## src/rtl/lis_pkg.sv

```systemverilog
// lis_pkg: shared types and constants for the longest increasing subsequence unit.
// Used by lis_cell and longest_increasing_subsequence_length_unit; no dependencies.

package lis_pkg;

   // Field widths fixed by the external interface
   localparam int unsigned IN_VALUE_W = 32;
   localparam int unsigned LEN_W      = 9;
   localparam logic [LEN_W-1:0] LEN_MAX = '1;

   // Input word: one element of the sequence
   typedef struct packed {
      logic signed [IN_VALUE_W-1:0] value;
      logic                         last;
   } lis_req_type;

   // Result word: emitted once per sequence
   typedef struct packed {
      logic [LEN_W-1:0] length;
      logic             overflow;
   } lis_rsp_type;

   // Probe control travelling down the cell chain alongside key and index
   typedef struct packed {
      logic             valid;
      logic             last;
      logic             overflow;
      logic [LEN_W-1:0] cmp_len;   // greatest length among smaller earlier elements
      logic [LEN_W-1:0] best_len;  // running maximum length of the sequence
   } lis_ctl_type;

endpackage

```

## src/rtl/lis_cell.sv

```systemverilog
// lis_cell: one cell of the chain; stores one element and its subsequence length,
// and updates the probe passing through it. Depends on lis_pkg.

module lis_cell #(
   parameter int unsigned POSITION    = 0,
   parameter int unsigned VALUE_WIDTH = 32,
   parameter int unsigned IDX_W       = 9
) (
   input  logic                          clock,
   input  logic                          reset,
   input  logic                          advance,
   input  lis_pkg::lis_ctl_type          in_ctl,
   input  logic signed [VALUE_WIDTH-1:0] in_key,
   input  logic [IDX_W-1:0]              in_idx,
   output lis_pkg::lis_ctl_type          out_ctl,
   output logic signed [VALUE_WIDTH-1:0] out_key,
   output logic [IDX_W-1:0]              out_idx
);

   localparam logic [IDX_W-1:0] POS = IDX_W'(POSITION);

   // probe pipeline register
   lis_pkg::lis_ctl_type          ctl_ff, ctl_in;
   logic signed [VALUE_WIDTH-1:0] key_ff;
   logic [IDX_W-1:0]              idx_ff;

   // stored element
   logic signed [VALUE_WIDTH-1:0]  stored_key_ff;
   logic [lis_pkg::LEN_W-1:0]      stored_len_ff, stored_len_in;
   logic                           store_en;
   logic [lis_pkg::LEN_W-1:0]      new_len;

   // length ending at this element, saturating
   assign new_len = (in_ctl.cmp_len == lis_pkg::LEN_MAX) ? lis_pkg::LEN_MAX
                                                         : in_ctl.cmp_len + 1'b1;
   assign store_en      = advance && in_ctl.valid && (in_idx == POS);
   assign stored_len_in = new_len;

   // probe update: compare against held element of this sequence; own slot folds in new_len
   always_comb begin
      ctl_in = in_ctl;
      if (in_idx > POS) begin
         if ((stored_key_ff < in_key) && (stored_len_ff > in_ctl.cmp_len)) begin
            ctl_in.cmp_len = stored_len_ff;
         end
         if (stored_len_ff > in_ctl.best_len) begin
            ctl_in.best_len = stored_len_ff;
         end
      end else if (in_idx == POS) begin
         if (new_len > in_ctl.best_len) begin
            ctl_in.best_len = new_len;
         end
      end
   end

   // probe register (only the valid flag is reset) and stored element
   always_ff @(posedge clock) begin
      if (reset) begin
         ctl_ff.valid <= 1'b0;
      end else if (advance) begin
         ctl_ff.valid <= ctl_in.valid;
      end
      if (advance) begin
         ctl_ff.last     <= ctl_in.last;
         ctl_ff.overflow <= ctl_in.overflow;
         ctl_ff.cmp_len  <= ctl_in.cmp_len;
         ctl_ff.best_len <= ctl_in.best_len;
         key_ff          <= in_key;
         idx_ff          <= in_idx;
      end
      if (store_en) begin
         stored_key_ff <= in_key;
         stored_len_ff <= stored_len_in;
      end
   end

   assign out_ctl = ctl_ff;
   assign out_key = key_ff;
   assign out_idx = idx_ff;

endmodule

```

## config.mk

```make
export PLATFORM = sky130hd
export DESIGN_NAME = lis_cell
export DESIGN_NICKNAME = d
export VERILOG_FILES = /design/src/rtl/lis_pkg.sv /design/src/rtl/lis_cell.sv
export SDC_FILE = /design/constraint.sdc
export NUM_CORES = 1
export LEC_CHECK = 0
export ABC_AREA = 1
export BUFFER_PORTS_ARGS = -buffer_cell sky130_fd_sc_hd__buf_2
export CAP_MARGIN = 15
export CORE_MARGIN = 2
export CORE_UTILIZATION = 40
export DETAILED_ROUTE_END_ITERATION = 8
export GPL_ROUTABILITY_DRIVEN = 0
export GPL_TIMING_DRIVEN = 0
export SYNTH_ARGS = -nofsm -noshare
export SYNTH_HDL_FRONTEND = slang
export SYNTH_SLANG_ARGS = --single-unit
```

## constraint.sdc

```tcl
create_clock -name clock -period 4.85 [get_ports clock]
set_input_delay 0.7275 -clock clock [delete_from_list [all_inputs] [get_ports clock]]
set_output_delay 0.7275 -clock clock [all_outputs]
set_load 0.02 [all_outputs]
```

==> reports/metrics.cfg, run 1 <==
[run_status]
status=finished clean

[yosys]
yosysTopAreaCell=edfxtp_1
syn_area_sq_mm=0.00519
synth_flop_cell=edfxtp_1
synthTopCellsByCount=102 x edfxtp_1, 93 x nand2_1, 66 x inv_1, 59 x ha_1, 37 x a21oi_1
yosysMostFrequentCell=edfxtp_1
synth_top_area_share=0.590
synth_edf_count=102
avgSynthCellArea_sq_um=11.4
yosys_warnings=0
muxShareOfSynthArea=0
ys_ff_latch=103
synthCells=455
synth_simple_gate_area_share=0.127
synthAdderAreaFrac=0.142
syn-num-nets=579
synth_seq_area_share=0.594
synth_compound_area_frac=0.0781
synthTopCellsByArea=edfxtp_1 59%, ha_1 14%, nand2_1 6.7%
yosys.area_share.xor_xnor=0.00675
synth_top_family_by_area=adder cells
synth_cell_types=32
async_reset_ff_frac=0

[floorplan]
start_util=0.410
num_rows=41
core_area_sq_mm=0.0127
dieArea_sq_mm=0.0139
ios=127
dieWidth_um=118
dieHeight_um=118

[routing]
via_per_inst=4.86
met3_length_um=522
dr.first_iter.drc_count=277
ant_nets=0
wire_per_inst_um=14.1
topRoutingLayerUsed=met4
dr.pass1.iters=4
drc=0
wl_mm=10.9
dr_wl_met2_mm=5.59
met1_length_mm=4.64
vias=3730

[cells_and_area]
antenna_cells=0
post-route-util=0.504
syn2layout_area_growth_pct=23.0
seq_area_sq_mm=0.00308
nets=718
fillers=1174
multi_input_area_sq_mm=0.00184
drive_above_1_share=0.260

[clock_network]
clock_latency_ns=0.34
hold_buffers=0
ctsResizeCount=0
root_buffer=clkbuf_16
cts_setup_buffers=0
clockBufferDepth=2
h-tree-depth=3
cts_tree=done
path_clk_slew_ns=0.06
numClockSinks=103
numCtsBuffers=9

[critical_path]
path_depth=18
worst-path-buf-inv=3
timing.critical_path.max_delay_family=simple AND/OR/NAND/NOR gates
max_stage_delay_ns=0.37
endpoint_kind=register
worstPathArrival_ns=3.59
startpoint_type=primary input
slowest_stage=clkbuf_1
path_max_fanout=10
critPathRequiredTime_ns=4.94
r2r_cells=8
path_class=primary input to register
crit_chain=buf_2 > ha_1 > nand3_1 > nor3_2 > nand3_1 > nor2_2 > inv_1 > nand2_1 > ha_1 > a21oi_1 > o21ai_0 > nand2_1 > o2111ai_1 > nand2_1 > clkbuf_1 > a21oi_1 > o21ai_1 > nand2_1
critPathMostFrequentCell=nand2_1

[sta]
finClkSkew_ns=0.00700
relSlewSlack=0.523
fin_crit_sh=0.721
fmax_ghz=0.286
finalMaxSlewViolations=0
fin_ws_ns=1.35
hold_viol_final=0
worst_slew_pin_slew_ns=0.715
min_period_ns=3.50
finalSetupViolations=0
rsz0062_at_grt=false

[power]
p_per_area_mw_per_mm2=319
ir_drop_uv=165
leakagePower_nw=2.92

[place]
place_ws_ns=1.01
portBuffers=126
place_hpwl_mm=8.47

[grt]
grt_max_degree=36
grt_pass1_vias=3714
grt_pass1_wl_mm=17.8
grt-ovfl-total=0
antenna_found_initial=0
grt_use_total=0.163

[worst_hold_path]
hp-class=register to register
holdPathStages=2

[flow_run]
maxCapViolations=0

==> report_power, final <==
part | switching [mW] | total (mW) | internal, mW
sequential | 0.00887 | 1.03 | 1.02
clock | 0.295 | 0.738 | 0.443
combinational | 0.174 | 0.265 | 0.0910
==> cells in the final DEF (no fill, tap or decap), types with 3 or more instances in the layout <==
cell       synthesis  layout
buf_2              0     126
ha_1              59      59
inv_1             66      66
nand2_1           93      93
edfxtp_1         102     102
clkbuf_16          0       9
nor3_1             5       5
o21ai_0           15      15
o211ai_1          10      10
nand3_1           18      18
nor2_1            18      17
clkbuf_1           3       3
nor3_2             3       3
a21oi_1           37      37
xor2_1             3       3
==> per-layer routing <==
metal,track usage,vias up
met4,0.0399,0
met1,0.198,1743
met3,0.0373,10
met2,0.291,108
met5,0,-
li1,-,1869
==> cell type report <==
cell class,instances,area share
flip-flops and latches,103,0.483
multi-input cells,281,0.289
repair buffers,128,0.105
inverters,67,0.0394
clock buffers,9,0.0353
well taps,172,0.0337
clock inverters,4,0.0116
plain buffers,4,0.00353
==> worst reg2reg max path, stage by stage (launching register included) <==
cell      delay [ns]
edfxtp_1        0.50
ha_1            0.36
nand2_1         0.09
or4_4           0.53
o21ai_4         0.14
buf_6           0.19
nand2_1         0.06
o211ai_1        0.07
nand2_1         0.06
==> final timing paths <==
path | start | slack [ns] | endpoint
worst min-delay path | out_ctl[20] | 0.46 | out_ctl[20]
worst max-delay path | in_ctl[9] | 1.35 | out_ctl[7]
worst max register to register | stored_len_ff[2] | 2.59 | out_ctl[7]
worst min register to register | out_ctl[20] | 0.46 | out_ctl[20]
==> per-stage QoR <==
step / cell area [sq um] / std cells / total power, mW / hold WS, ns / TNS, ns
6_report: 6380 / 768 / 2.04 / 0.459 / 0
5_1_grt: 6380 / 768 / 2.13 / 0.487 / 0
4_1_cts: 6380 / 768 / 2.07 / 0.467 / 0
3_5_place_dp: 6090 / 755 / 1.32 / 0.457 / 0
3_3_place_gp: 6040 / 753 / 1.31 / 0.440 / -14.94
2_1_floorplan: 5190 / 455 / 1.21 / 0.529 / 0
==> state kept, by name, indices dropped and copies added (netlist names) <==
signal         count
out_ctl           21
out_idx            9
out_key           32
stored_key_ff     32
stored_len_ff      9
==> logic make-up (layout without fill, tap and decap cells) <==
family | Yosys count | count (layout)
compound gates | 70 | 70
buf+inv | 71 | 212
simple gates | 148 | 148
flops | 103 | 103
fa+ha+maj | 59 | 59
xor+xnor | 4 | 4
No activity file was read; power rests on OpenSTA's default activity.
==> run 2: changes to the inputs <==
--- a/config.mk
+++ b/config.mk
@@ -13,6 +13,7 @@
 export DETAILED_ROUTE_END_ITERATION = 8
 export GPL_ROUTABILITY_DRIVEN = 0
 export GPL_TIMING_DRIVEN = 0
+export PLACE_DENSITY = 0.65
 export SYNTH_ARGS = -nofsm -noshare
 export SYNTH_HDL_FRONTEND = slang
 export SYNTH_SLANG_ARGS = --single-unit
==> constraint.sdc (replaced) <==
create_clock -name clock -period 2.8 [get_ports clock]
set_input_delay 0.42 -clock clock [delete_from_list [all_inputs] [get_ports clock]]
set_output_delay 0.42 -clock clock [all_outputs]
set_load 0.02 [all_outputs]
==> run 2 against run 1 <==
  * Clock skew shrank 0.0020 ns
  * Final area grew 1.0%
  * Cell count grew 0.65%
  * Routed wire length shrank 3.0%
  * Via count grew 0.70%
  * Sequential cell count is the same
  * Total power grew 72%
  * Global-route usage shrank 0.62 points
  * Die area is the same
  * Critical path depth is the same
  * Critical path type unchanged
  * Critical endpoint is now out_ctl[6]
  * Largest cell class unchanged
  * Highest routed layer unchanged
==> reports/metrics.cfg, run 2 (synthesized netlist as in run 1, its figures left out) <==
[floorplan]
ios=127
dieWidth_um=118
dieArea_sq_mm=0.0139
num_rows=41
start_util=0.410
core_area_sq_mm=0.0127
dieHeight_um=118

[routing]
wl_mm=10.5
drc=0
wire_per_inst_um=13.6
dr.pass1.iters=4
vias=3756
ant_nets=0
dr.first_iter.drc_count=241
via_per_inst=4.86

[clock_network]
root_buffer=clkbuf_16
h-tree-depth=3
clock_latency_ns=0.34
cts_tree=done
numCtsBuffers=9
clockBufferDepth=2
path_clk_slew_ns=0.07
numClockSinks=103

[cells_and_area]
layout_common_cells=125 x buf_2, 102 x edfxtp_1, 89 x nand2_1
syn2layout_area_growth_pct=24.2
final_common_cell=buf_2
antenna_cells=0
drive_above_1_share=0.281
nets=720
fillers=1136
post-route-util=0.509

[sta]
hold_ws_ns=0.222
fmax_ghz=0.378
finClkSkew_ns=0.00501
finalSetupViolations=0
fin_crit_sh=0.944
min_period_ns=2.64
hold_viol_final=0
worst_slew_pin_slew_ns=0.772
relSlewSlack=0.485
finalMaxSlewViolations=0

[place]
place_hpwl_mm=8.19
portBuffers=126

[power]
p_per_area_mw_per_mm2=542
ir_drop_uv=326
leakagePower_nw=2.93

[flow_run]
maxCapViolations=0

[critical_path]
worstPathArrival_ns=2.73
path_max_fanout=8
critPathRequiredTime_ns=2.89
worst-path-buf-inv=3
crit_chain=clkbuf_4 > ha_4 > nand3_2 > nor3_4 > nand3_2 > nor2_4 > inv_2 > nand2_2 > ha_1 > a21oi_1 > o21ai_0 > nand2_1 > o2111ai_1 > nand2_2 > buf_4 > a21oi_1 > o21ai_0 > nand2_1
endpoint_kind=register
max_stage_delay_ns=0.26
startpoint_type=primary input
path_depth=18
r2r_cells=8
path_class=primary input to register
slowest_stage=ha_1
timing.critical_path.max_delay_family=simple AND/OR/NAND/NOR gates

[worst_hold_path]
holdPathStages=2
hp-class=primary input to register

[grt]
grt_pass1_wl_mm=17.5
grt-ovfl-total=0
grt_use_total=0.156
antenna_found_initial=0
grt_pass1_vias=3750
grt_max_degree=35

[run_status]
status=finished clean

run 2: repair_timing:
item / 4_1_cts / 5_1_grt
endpoints found under the setup margin: 9 / 9
pin swaps: 1 / 4
buffers inserted: 1 / 1
hold buffers: 0 / 0
gates resized for setup: 4 / 12
gates cloned: 0 / 0
run 2: power breakdown:
group          switching, mW  internal [mW]
sequential            0.0143           1.77
combinational          0.304          0.166
clock                  0.545          0.694
total                  0.863           2.64
run 2: per-layer routing:
layer / routed length [um] / track usage / up-vias
met5: 0 / 0 / -
met4: 136 / 0.0429 / 0
met3: 607 / 0.0383 / 11
met2: 5180 / 0.269 / 104
met1: 4610 / 0.196 / 1767
li1: - / - / 1874
run 2: layout make-up:
cell class | count | area, sq um | area share
sequential | 103 | 3080 | 0.478
multi-input combinational | 281 | 1890 | 0.293
timing repair buffer | 130 | 688 | 0.107
inverter | 67 | 251 | 0.0390
clock buffer | 9 | 225 | 0.0349
tap | 172 | 215 | 0.0334
clock inverter | 7 | 71.3 | 0.0111
buffer | 4 | 26.3 | 0.00407
run 2: final timing paths:
path                       to  slack, ns              from
setup / recovery   out_ctl[6]       0.16         in_ctl[9]
hold / removal    out_ctl[20]       0.22             reset
setup reg to reg   out_ctl[7]       0.54  stored_len_ff[6]
hold reg to reg   out_ctl[20]       0.46       out_ctl[20]
run 2: stage by stage:
stage	TNS (ns)	std cells	area, sq um	power [mW]	setup slack (ns)
final	0	773	6450	3.50	0.157
after global routing	-0.00605	773	6450	3.66	-0.00605
after CTS	0	772	6400	3.54	0.0412
after detailed placement	-4.66	755	6090	2.28	-0.685
after global placement	-47.24	753	6040	2.27	-1.05
after floorplan	0	455	5190	2.09	0.000148
